[config.mk]
export PLATFORM = sky130hd
export DESIGN_NAME = lst_ctrl
export DESIGN_NICKNAME = d
export VERILOG_FILES = /design/src/lst_pkg.sv /design/src/lst_ctrl.sv
export SDC_FILE = /design/constraint.sdc
export NUM_CORES = 1
export LEC_CHECK = 0
export BUFFER_PORTS_ARGS = -buffer_cell sky130_fd_sc_hd__buf_4
export CAP_MARGIN = 20
export CORE_AREA = 4 4 41 43
export CTS_CLUSTER_SIZE = 24
export DETAILED_ROUTE_END_ITERATION = 16
export DIE_AREA = 0 0 45 47
export GPL_TIMING_DRIVEN = 0
export PLACE_DENSITY = 0.68
export SYNTH_ARGS = -nofsm -noshare
export SYNTH_HDL_FRONTEND = slang
export SYNTH_SLANG_ARGS = --single-unit
[constraint.sdc]
create_clock -name clk -period 1.6 [get_ports clk]
set_input_delay 0.32 -clock clk [delete_from_list [all_inputs] [get_ports clk]]
set_output_delay 0.32 -clock clk [all_outputs]
set_load 0.02 [all_outputs]
[src/lst_pkg.sv]
package lst_pkg;

  localparam int CNT_W     = 7;
  localparam int KEY_W     = 16;
  localparam int FIT_W     = 32;
  localparam int TOL_W     = 31;
  localparam int STAG_W    = 16;
  localparam int SURV_W    = 17;
  localparam int SUM_W     = 32;
  localparam int CFG_IDX_W = 2;
  localparam int IN_DATA_W  = 120;
  localparam int OUT_DATA_W = 96;

  localparam logic [1:0] REQ_RECORD  = 2'd0;
  localparam logic [1:0] REQ_EXTINCT = 2'd1;
  localparam logic [1:0] REQ_SURVIVE = 2'd2;
  localparam logic [1:0] REQ_NEAR    = 2'd3;

  localparam logic [CFG_IDX_W-1:0] CFG_WINDOW = 2'd0;
  localparam logic [CFG_IDX_W-1:0] CFG_RATE   = 2'd1;

  localparam logic [15:0] WINDOW_DEF = 16'd10;
  localparam logic [15:0] RATE_DEF   = 16'd6554;
  localparam logic [15:0] WIN_MUL    = 16'd45875;
  localparam logic [15:0] DECAY_MUL  = 16'd58982;
  localparam logic [17:0] WIN_ADD    = 18'd19661;
  localparam logic [16:0] ONE_Q16    = 17'h10000;

  typedef struct packed {
    logic [FIT_W-1:0]  best;
    logic [STAG_W-1:0] stag;
    logic [SURV_W-1:0] surv;
    logic              ext;
  } entry_t;

  typedef struct packed {
    logic [SUM_W-1:0]  imp_total;
    logic [SUM_W-1:0]  ext_total;
    logic [CNT_W-1:0]  count;
    logic [SURV_W-1:0] survival;
    logic              found;
    logic [CNT_W-1:0]  entry_id;
  } out_t;

  typedef enum logic [3:0] {
    CMD_NONE,
    CMD_LOAD,
    CMD_REC_RD,
    CMD_REC_MUL,
    CMD_REC_WR,
    CMD_EMIT_ZERO,
    CMD_SCAN_RD,
    CMD_EX_CHK,
    CMD_EX_EMIT,
    CMD_SV_RD,
    CMD_SV_EMIT,
    CMD_NM_CHK,
    CMD_NM_END
  } cmd_t;

  typedef struct packed {
    logic rec_full;
    logic scan_end;
    logic nm_stop;
    logic out_free;
  } status_t;

endpackage

[src/lst_ctrl.sv]
module lst_ctrl (
  input  logic             clk,
  input  logic             rst_n,
  input  logic             in_tvalid,
  input  logic [1:0]       in_tuser,
  output logic             in_tready,
  input  lst_pkg::status_t st,
  output lst_pkg::cmd_t    cmd
);
  import lst_pkg::*;

  typedef enum logic [3:0] {
    S_IDLE, S_REC_RD, S_REC_MUL, S_REC_WR, S_REC_FULL,
    S_EX_RD, S_EX_CHK, S_EX_EMIT, S_SV_RD, S_SV_EMIT,
    S_NM_RD, S_NM_CHK, S_NM_END
  } state_t;

  state_t state_r, state_nxt;

  always_ff @(posedge clk) begin
    if (!rst_n) begin
      state_r <= S_IDLE;
    end else begin
      state_r <= state_nxt;
    end
  end

  always_comb begin
    state_nxt = state_r;
    cmd       = CMD_NONE;
    in_tready = 1'b0;
    unique case (state_r)
      S_IDLE: begin
        in_tready = 1'b1;
        if (in_tvalid) begin
          cmd = CMD_LOAD;
          unique case (in_tuser)
            REQ_RECORD:  state_nxt = S_REC_RD;
            REQ_EXTINCT: state_nxt = S_EX_RD;
            REQ_SURVIVE: state_nxt = S_SV_RD;
            default:     state_nxt = S_NM_RD;
          endcase
        end
      end
      S_REC_RD: begin
        if (st.rec_full) begin
          state_nxt = S_REC_FULL;
        end else begin
          cmd       = CMD_REC_RD;
          state_nxt = S_REC_MUL;
        end
      end
      S_REC_MUL: begin
        cmd       = CMD_REC_MUL;
        state_nxt = S_REC_WR;
      end
      S_REC_WR: begin
        if (st.out_free) begin
          cmd       = CMD_REC_WR;
          state_nxt = S_IDLE;
        end
      end
      S_REC_FULL: begin
        if (st.out_free) begin
          cmd       = CMD_EMIT_ZERO;
          state_nxt = S_IDLE;
        end
      end
      S_EX_RD: begin
        if (st.scan_end) begin
          state_nxt = S_EX_EMIT;
        end else begin
          cmd       = CMD_SCAN_RD;
          state_nxt = S_EX_CHK;
        end
      end
      S_EX_CHK: begin
        cmd       = CMD_EX_CHK;
        state_nxt = S_EX_RD;
      end
      S_EX_EMIT: begin
        if (st.out_free) begin
          cmd       = CMD_EX_EMIT;
          state_nxt = S_IDLE;
        end
      end
      S_SV_RD: begin
        cmd       = CMD_SV_RD;
        state_nxt = S_SV_EMIT;
      end
      S_SV_EMIT: begin
        if (st.out_free) begin
          cmd       = CMD_SV_EMIT;
          state_nxt = S_IDLE;
        end
      end
      S_NM_RD: begin
        if (st.scan_end || st.nm_stop) begin
          state_nxt = S_NM_END;
        end else begin
          cmd       = CMD_SCAN_RD;
          state_nxt = S_NM_CHK;
        end
      end
      S_NM_CHK: begin
        if (st.out_free) begin
          cmd       = CMD_NM_CHK;
          state_nxt = S_NM_RD;
        end
      end
      S_NM_END: begin
        if (st.out_free) begin
          cmd       = CMD_NM_END;
          state_nxt = S_IDLE;
        end
      end
      default: state_nxt = S_IDLE;
    endcase
  end

endmodule

==> results.txt, run 1 <==
Critical Path Slowest Stage Cell: dfxtp_1
worst path buffer plus inverter count: 2
pin count of the biggest net entering global routing: 11
DRC violations left: 0
Remaining Overflow, GRT: 0
Least-Margin Pin Slew: 0.435 ns
Arr. time, crit path: 1.42 ns
crit path cell chain: buf_6 > nand2b_1 > nor4_1 > nor2_1 > nand3_1 > buf_4
Sw Ratio: 0.452
IO Count: 14
CTS tree: done
CTS Sinks: 4
full die area: 0.00212 mm2
Peak VDD IR: 1250 uV
clk slew on worst S/H paths: 0.04 ns
HP Class: input port to flop
Die Wd: 45 um
first-pass GRT wire length: 3.21 mm
fin crit period: 1.74 ns
initial antenna violation count: 0
max FFs per register: 4
Setup Crit Path Kind: flop to output pin
R2R Path End: state_r[0]$_SDFFE_PN0P_
Distinct cells, synth: 33
CP top delay family: simple AND/OR/NAND/NOR gates
CP Capture Type: output pin
sequential share of power: 0.091
vias in the first global route: 737
crit path max fanout: 8
ANT nets after route: 0
Final Hold Viols: 0
clk buf depth: 2
Hold Crit Start: rst_n
Placed Area: 699 um2
Clock Latency Late Sink: 0.24 ns
synth-to-layout area growth: 67.0%
R2R Path Start: state_r[2]$_SDFFE_PN0P_
hold endpoint: state_r[1]$_SDFFE_PN0P_
unrepaired setup endpoints after global routing: true
post-synthesis register bit count: 4
Final Setup Violations: 4
Max-Cap Viols: 0
Slew headroom: 0.703
clk root buf: clkbuf_4
combinational share of power: 0.849
post-route cell area: 938 um2
Pwr Density: 2370 mW/mm2
worst endpoint required time: 1.28 ns
WL final: 2.09 mm
H-tree depth: 1
Seq/Total Area, Yosys: 0.143
post-route clock period utilization: 1.09
warnings from Yosys: 0
CP Launch Type: flop
Clk pwr share: 0.060
# port buffers: 13
flop2flop setup slack: 0.06 ns
Max Clk Rate: 0.573 GHz
GP Congestion: 0.874
CP peak stage delay: 0.30 ns
Pins Over Slew Limit: 0
routed vias/inst: 6.25
status: finished with violations
core area: 0.00130 mm2
reg2reg path depth: 5
Num CTS Buffers: 3
fin util: 0.721
Top reg by flops: state_r
Psw: 1.00 mW
failing checks: setup timing
hpwl dp: 1.17 mm
n_diodes: 0
syn_nets: 91
initial DRC count: 68
initial core utilization: 0.432
mapped cell area: 562 um2
total track usage: 0.208
post-route setup slack: -0.144 ns
vias: 794
synthesized netlist cell count: 82
final clock skew: 0.00766 ns
Top Registers: state_r (4)
Hold Path Cell Cnt: 2
Avg Cell Area, Syn: 6.85 um2
cts hold-fix bufs: 0
placed cells: 110
internal power component: 1.22 mW
leakage: 0.386 nW
wire length per cell: 16.5 um
layout cells sized above 1: 0.464
final net count: 123
Non-Filler Instances: 127
row cnt: 13
drt first pass iters: 4
Die Ht: 47 um
[cell usage in the layout, fill, tap and decap left out, drive strengths merged, types with 2 or more instances in the layout]
master  netlist  routed
o21a          3       3
a21oi         8       8
o21bai        2       2
clkbuf        1       3
nor2b         6       6
buf           6      33
inv           3       3
o21ai         4       4
nand2         6       6
nor2          6       6
a21boi        2       2
o211ai        2       2
nor3          4       4
nand2b        4       4
nor4          3       3
nand3         6       6
dfxtp         4       4
nand3b        2       2
[cells by family after synthesis]
| family | share of synthesized area |
|---|---|
| simple gates | 0.388 |
| buf+inv | 0.105 |
| flops | 0.143 |
| compound gates | 0.365 |
[synth_stat cells]
cell | number | share of area
dfxtp_1 | 4 | 0.14
buf_2 | 2 | 0.018
nor2b_4 | 1 | 0.024
nor3_1 | 4 | 0.036
a2111oi_0 | 1 | 0.016
clkbuf_1 | 1 | 0.0067
nand2_1 | 6 | 0.040
o211ai_1 | 2 | 0.027
o22a_1 | 1 | 0.016
a21oi_1 | 8 | 0.071
nor2b_1 | 5 | 0.056
o32ai_1 | 1 | 0.016
nor4_1 | 3 | 0.033
o21bai_1 | 2 | 0.027
nor3b_1 | 1 | 0.013
o21a_1 | 3 | 0.040
nand3_1 | 6 | 0.053
nor2_1 | 6 | 0.040
nand3b_1 | 2 | 0.027
a21boi_1 | 1 | 0.013
or3_4 | 1 | 0.020
inv_2 | 1 | 0.0067
o31ai_1 | 1 | 0.013
o21ai_0 | 4 | 0.036
nand2b_1 | 4 | 0.045
buf_4 | 3 | 0.040
a31oi_1 | 1 | 0.011
inv_1 | 2 | 0.013
a32oi_1 | 1 | 0.016
a21boi_4 | 1 | 0.033
buf_6 | 1 | 0.020
o221ai_1 | 1 | 0.016
o41ai_1 | 1 | 0.016
[power groups by stage]
stage	logic, mW	clock network [mW]	registers (mW)
3_5_place_dp	1.29	0	0.186
2_1_floorplan	0.971	0	0.176
5_1_grt	2.00	0.139	0.208
6_report	1.88	0.133	0.202
3_3_place_gp	1.30	0	0.184
4_1_cts	1.74	0.129	0.205
[layout make-up]
type,count,area (um2)
multi-input cells,68,478
flip-flops and latches,4,88.8
clock buffers,3,22.5
fillers,107,363
plain buffers,7,90.1
inverters,3,11.3
well taps,15,18.8
repair buffers,27,229
[layer usage]
layer  wire length, um  vias up  track usage
met4                70        0       0.0936
met2               963       69        0.347
met5                 0        -            0
met3               216       14       0.0307
li1                  -      364            -
met1               842      347        0.265
[how the worst max path moves through the flow]
stage | from | end | slack [ns] | cells past startpoint
5_1_grt | state_r[3]$_SDFFE_PN0P_ | cmd[2] | -0.20 | 6
6_report | state_r[3]$_SDFFE_PN0P_ | cmd[1] | -0.14 | 6
4_1_cts | state_r[0]$_SDFFE_PN0P_ | cmd[3] | -0.11 | 8
3_5_place_dp | state_r[0]$_SDFFE_PN0P_ | cmd[0] | -0.13 | 7
3_3_place_gp | state_r[0]$_SDFFE_PN0P_ | cmd[0] | -0.15 | 7
2_1_floorplan | state_r[0]$_SDFFE_PN0P_ | cmd[0] | 0.009 | 6
[through the flow]
stage / power [mW] / setup TNS, ns / setup slack, ns / hold slack [ns]
floorplan: 1.15 / 0 / 0.00918 / 0.438
global placement: 1.49 / -0.352 / -0.146 / 0.551
detailed placement: 1.48 / -0.271 / -0.128 / 0.546
CTS: 2.08 / -0.433 / -0.114 / 0.312
global route: 2.35 / -0.896 / -0.198 / 0.318
finish: 2.22 / -0.544 / -0.144 / 0.307
[repair_timing]
item                                    CTS  global route
setup buffers                             9             3
endpoints found under the setup margin    4             7
pin swaps                                 7             2
hold endpoints to repair                  0             0
cloned                                    2             0
resized for setup                        28             4
Note: power is estimated with default switching activity, not from simulation.
==> run 2: changes to the inputs <==
==> constraint.sdc (replaced) <==
create_clock -name clk -period 1.6 [get_ports clk]
set_input_delay 0.24 -clock clk [delete_from_list [all_inputs] [get_ports clk]]
set_output_delay 0.24 -clock clk [all_outputs]
set_load 0.02 [all_outputs]
==> run 2 against run 1 <==
  * The run still ends with setup timing left
  * Clock-buffer cell count did not move
  * Final area fell by 3.7%
  * Largest power group unchanged
  * Routed wire length fell by 5.1%
  * Clock power fell by 5%
  * Sequential cell count did not move
  * Non-clock buffer count fell by 3
  * Total power fell by 5.9%
  * First-iteration DRC count fell by 25%
==> results.txt, run 2 (synthesized netlist as in run 1, its figures left out) <==
status: finished with violations
failing checks: setup timing
post-route cell area: 903 um2
internal power component: 1.13 mW
unrepaired setup endpoints after global routing: true
leakage: 0.365 nW
ANT nets after route: 0
pin count of the biggest net entering global routing: 11
DR top layer: met4
met2 WL: 986 um
Top reg by flops: state_r
Num CTS Buffers: 3
vias in the first global route: 745
Max Clk Rate: 0.605 GHz
DRC violations left: 0
Psw: 0.957 mW
commonest non-fill, non-tap cell in the layout: buf_4
row cnt: 13
Peak VDD IR: 1220 uV
initial antenna violation count: 0
max FFs per register: 4
Clock Latency Late Sink: 0.24 ns
IO Count: 14
Least-Margin Pin Slew: 0.455 ns
placed cells: 110
CP peak stage delay: 0.32 ns
Clk pwr share: 0.061
routed vias/inst: 6.13
crit path max fanout: 7
synth-to-layout area growth: 60.8%
Final Hold Viols: 0
initial DRC count: 51
wire length per cell: 16.0 um
Critical Path Slowest Stage Cell: dfxtp_2
combinational share of power: 0.842
Final Power: 2.09 mW
DP Worst Slack: -0.0476 ns
Max-Cap Viols: 0
full die area: 0.00212 mm2
WL final: 1.99 mm
clk root buf: clkbuf_4
core area: 0.00130 mm2
Slew headroom: 0.689
layout cells sized above 1: 0.450
Sw Ratio: 0.458
wire length on met3: 147 um
fin crit period: 1.65 ns
CTS tree: done
post-route setup slack: -0.0521 ns
total track usage: 0.204
drt first pass iters: 4
wl on met1: 828 um
Pins Over Slew Limit: 0
Setup Crit Path Kind: flop to output pin
Die Wd: 45 um
# port buffers: 13
Non-Filler Instances: 124
CP Launch Type: flop
hpwl dp: 1.17 mm
n_diodes: 0
initial core utilization: 0.432
cts hold-fix bufs: 0
first-pass GRT wire length: 3.16 mm
Die Ht: 47 um
worst endpoint required time: 1.36 ns
H-tree depth: 1
Arr. time, crit path: 1.41 ns
flop2flop setup slack: 0.03 ns
fill count: 112
sequential share of power: 0.098
HP Class: input port to flop
CP Capture Type: output pin
post-route clock period utilization: 1.03
Pwr Density: 2310 mW/mm2
critical path's most frequent cell: o21ai_1
clk buf depth: 2
CTS Sinks: 4
final clock skew: 0.00204 ns
final net count: 120
commonest non-fill, non-tap cells in the layout: buf_4, a21oi_1, nand3_1, nand2_1, nor2_1
vias: 760
crit path cell chain: buf_6 > buf_8 > nor2b_4 > o21ai_1 > o21ai_1 > nand2_1 > o41ai_2 > buf_4
clk slew on worst S/H paths: 0.04 ns
Top Registers: state_r (4)
Placed Area: 699 um2
Remaining Overflow, GRT: 0
GP Congestion: 0.874
Final Setup Violations: 4
## run 2: final cells by class
class | count | area, um2 | area share
multi-input combinational | 68 | 469 | 0.519
clock buffer | 3 | 22.5 | 0.0249
tap | 15 | 18.8 | 0.0208
timing repair buffer | 24 | 203 | 0.224
buffer | 7 | 90.1 | 0.0997
inverter | 3 | 11.3 | 0.0125
sequential | 4 | 88.8 | 0.0983
## run 2: per-layer routing
metal / track usage / up-vias
met5: 0 / -
met4: 0.0994 / 0
met3: 0.0307 / 4
met2: 0.345 / 44
met1: 0.253 / 350
li1: - / 362
## run 2: worst paths after layout
path                      startpoint                 endpoint  cells after the start
min                            rst_n  state_r[3]$_SDFFE_PN0P_                      2
min reg2reg  state_r[0]$_SDFFE_PN0P_  state_r[0]$_SDFFE_PN0P_                      4
max          state_r[0]$_SDFFE_PN0P_                   cmd[3]                      8
max reg2reg  state_r[2]$_SDFFE_PN0P_  state_r[0]$_SDFFE_PN0P_                      5
## run 2: metrics by stage
step	hold slack [ns]	TNS [ns]	utilization
after floorplan	0.358	0	-
after global routing	0.238	-0.549	0.694
final	0.230	-0.156	0.694
after CTS	0.232	-0.0868	0.694
after global placement	0.471	-0.129	0.538
after detailed placement	0.466	-0.0949	0.538
## run 2: what timing repair did
action	4_1_cts	5_1_grt
setup buffers	9	0
setup endpoints to repair	4	7
gates resized for setup	27	2
gates cloned	2	0
pin swaps	7	1
## run 2: worst max-delay path, delay by kind of cell (launching register included)
kind	cells	cell delay, ns
buffers and inverters	3	0.41
DFF	1	0.32
AOI/OAI and AO/OA	3	0.25
and+or+nand+nor	2	0.19
## run 2: power groups by stage
stage,registers (mW),clock network [mW],logic (mW)
2_1_floorplan,0.176,0,0.971
3_3_place_gp,0.184,0,1.30
3_5_place_dp,0.186,0,1.29
4_1_cts,0.202,0.129,1.71
5_1_grt,0.211,0.139,1.87
6_report,0.204,0.127,1.76
==> run 3: changes to the inputs <==
Settings changed: ABC_AREA from default to 1, CTS_CLUSTER_DIAMETER from default to 60, PLACE_DENSITY 0.68 to 0.64, SETUP_SLACK_MARGIN from default to 0.02.
==> run 3 against run 2 <==
  * The run now ends clean
  * Die area unchanged
  * Sequential cell count unchanged
  * Critical path depth down 1
  * Combinational power shrank 10%
  * Final area down 1.1%
  * Global-route usage fell by 3.1 points
  * Via count decreased by 3.6%
  * Maximum frequency increased by 3.3%
  * Register-to-register slack improved by 0.08 ns
  * Core utilization is 0.77 points lower
  * Clock power hardly changed
  * Synthesized cell count rose by 16%
==> results.txt, run 3 <==
status: complete, no violations
max FFs per register: 4
synthesized netlist cell count: 95
Slew headroom: 0.831
total track usage: 0.173
Sw Ratio: 0.503
Distinct cells, synth: 21
routed vias/inst: 5.24
fin crit period: 1.60 ns
crit path max fanout: 8
initial DRC count: 10
Final Hold Slack: 0.282 ns
combinational share of power: 0.806
Avg Cell Area, Syn: 5.47 um2
clk root buf: clkbuf_4
Seq/Total Area, Yosys: 0.154
final clock skew: 0.00238 ns
IO Count: 14
Num CTS Buffers: 3
n_diodes: 0
DRC violations left: 0
post-route setup slack: 0.000989 ns
row cnt: 13
post-route cell area: 893 um2
top cells by area, synth: nand2_1, dfxtp_1, nor2_1
layout cells sized above 1: 0.584
Die Ht: 47 um
Arr. time, crit path: 1.36 ns
CTS tree: done
CP Launch Type: flop
Max-Cap Viols: 0
sequential share of power: 0.129
initial antenna violation count: 0
clk buf depth: 2
Final Setup Violations: 0
Remaining Overflow, GRT: 0
vias in the first global route: 678
Non-Filler Instances: 140
Placed Area: 636 um2
post-synthesis register bit count: 4
Setup Crit Path Kind: flop to output pin
fill count: 115
commonest non-fill, non-tap cell in the layout: buf_4
vias: 733
ANT nets after route: 0
hpwl dp: 1.10 mm
Die Wd: 45 um
core area: 0.00130 mm2
mapped cell area: 519 um2
HP Class: input port to flop
synth cell count leaders: nand2_1, nor2_1, nand3_1, inv_1, inv_2
Pins Over Slew Limit: 0
syn_nets: 104
most common cell in the netlist: nand2_1
internal power component: 0.975 mW
clk slew on worst S/H paths: 0.04 ns
WL final: 1.78 mm
Psw: 0.987 mW
commonest non-fill, non-tap cells in the layout: buf_4, nand2_1, nor2_1, nand2_2
Final Power: 1.96 mW
Clock Latency Late Sink: 0.24 ns
pin count of the biggest net entering global routing: 9
Synth async-reset ratio: 0
# port buffers: 13
DP Worst Slack: 0.132 ns
placed cells: 123
wire length per cell: 12.7 um
Top Registers: state_r (4)
Synth Flop Type: dfxtp_1
Final Hold Viols: 0
Least-Margin Pin Slew: 0.254 ns
post-route clock period utilization: 0.999
Peak VDD IR: 1270 uV
initial core utilization: 0.399
unrepaired setup endpoints after global routing: true
first-pass GRT wire length: 2.72 mm
full die area: 0.00212 mm2
GP Congestion: 0.875
leakage: 0.426 nW
Max Clk Rate: 0.625 GHz
Synth top area share: 0.159
Pwr Density: 2200 mW/mm2
warnings from Yosys: 0
final net count: 136
CTS Sinks: 4
Clk pwr share: 0.065
Post-synth EDFFs: 0
most area-hungry cell type in the Yosys netlist: nand2_1
H-tree depth: 1
worst endpoint required time: 1.36 ns
Top reg by flops: state_r
drt first pass iters: 4
synth-to-layout area growth: 72.0%
CP Capture Type: output pin
-- run 3: cell count changes in the layout (fill, tap and decap cells not counted), sizes merged, moves of 3 or more --
cell	previous run	this run
nor2b	6	0
o21a	3	0
nand2b	4	0
inv	3	16
nor2	6	19
nand3	6	10
nor3	4	1
nand2	6	26
-- run 3: final timing paths --
| check | start | to | slack, ns | depth (start not counted) |
|---|---|---|---|---|
| worst min-delay path | rst_n | state_r[0]$_SDFFE_PN0P_ | 0.28 | 3 |
| worst min register to register | state_r[3]$_SDFFE_PN0P_ | state_r[3]$_SDFFE_PN0P_ | 0.51 | 2 |
| worst max-delay path | state_r[1]$_SDFFE_PN0P_ | cmd[1] | 0.001 | 7 |
| worst max register to register | state_r[1]$_SDFFE_PN0P_ | state_r[1]$_SDFFE_PN0P_ | 0.11 | 11 |
-- run 3: critical path, stage by stage (launching register included) --
cell	delay (ns)
dfxtp_2	0.32
buf_8	0.13
inv_4	0.06
nand2_4	0.06
nor2_1	0.06
a21oi_2	0.18
o2111ai_2	0.14
buf_6	0.15
-- run 3: cell type report --
cell class	count	area [um2]	area share
Tap cell	15	18.8	0.0210
Inverter	16	65.1	0.0728
Sequential cell	4	92.6	0.104
Clock buffer	3	22.5	0.0252
Multi-Input combinational cell	73	462	0.517
Buffer	1	15.0	0.0168
Timing Repair Buffer	28	218	0.244
-- run 3: cells by family after synthesis --
family          Yosys count  synth area share
simple gates             60             0.549
flops                     4             0.154
buf+inv                  18             0.145
compound gates           13             0.152
-- run 3: layer usage --
metal  global-route usage  part of all wire  up-vias
met5                    0                 0        -
met4               0.0351             0.012        0
met3               0.0383             0.030        2
met2                0.333              0.53       15
met1                0.193              0.42      348
li1                     -                 -      368
-- run 3: power groups by stage --
stage	Sequential (mW)	Clock (mW)	Combinational [mW]
2_1_floorplan	0.186	0	0.772
3_3_place_gp	0.196	0	1.06
3_5_place_dp	0.196	0	1.05
4_1_cts	0.216	0.133	1.32
5_1_grt	0.263	0.138	1.72
6_report	0.253	0.128	1.58
-- run 3: timing repair --
| action | CTS | global route |
|---|---|---|
| setup buffers | 10 | 5 |
| resized for setup | 22 | 18 |
| setup endpoints to repair | 4 | 7 |
| hold endpoints to repair | 0 | 0 |
| pin swaps | 8 | 9 |
| hold buffers | 0 | 0 |
-- run 3: per-stage QoR --
stage               utilization  setup TNS [ns]
floorplan                     -               0
global placement          0.488               0
detailed placement        0.488               0
CTS                       0.613               0
global route              0.687          -0.259
finish                    0.687               0
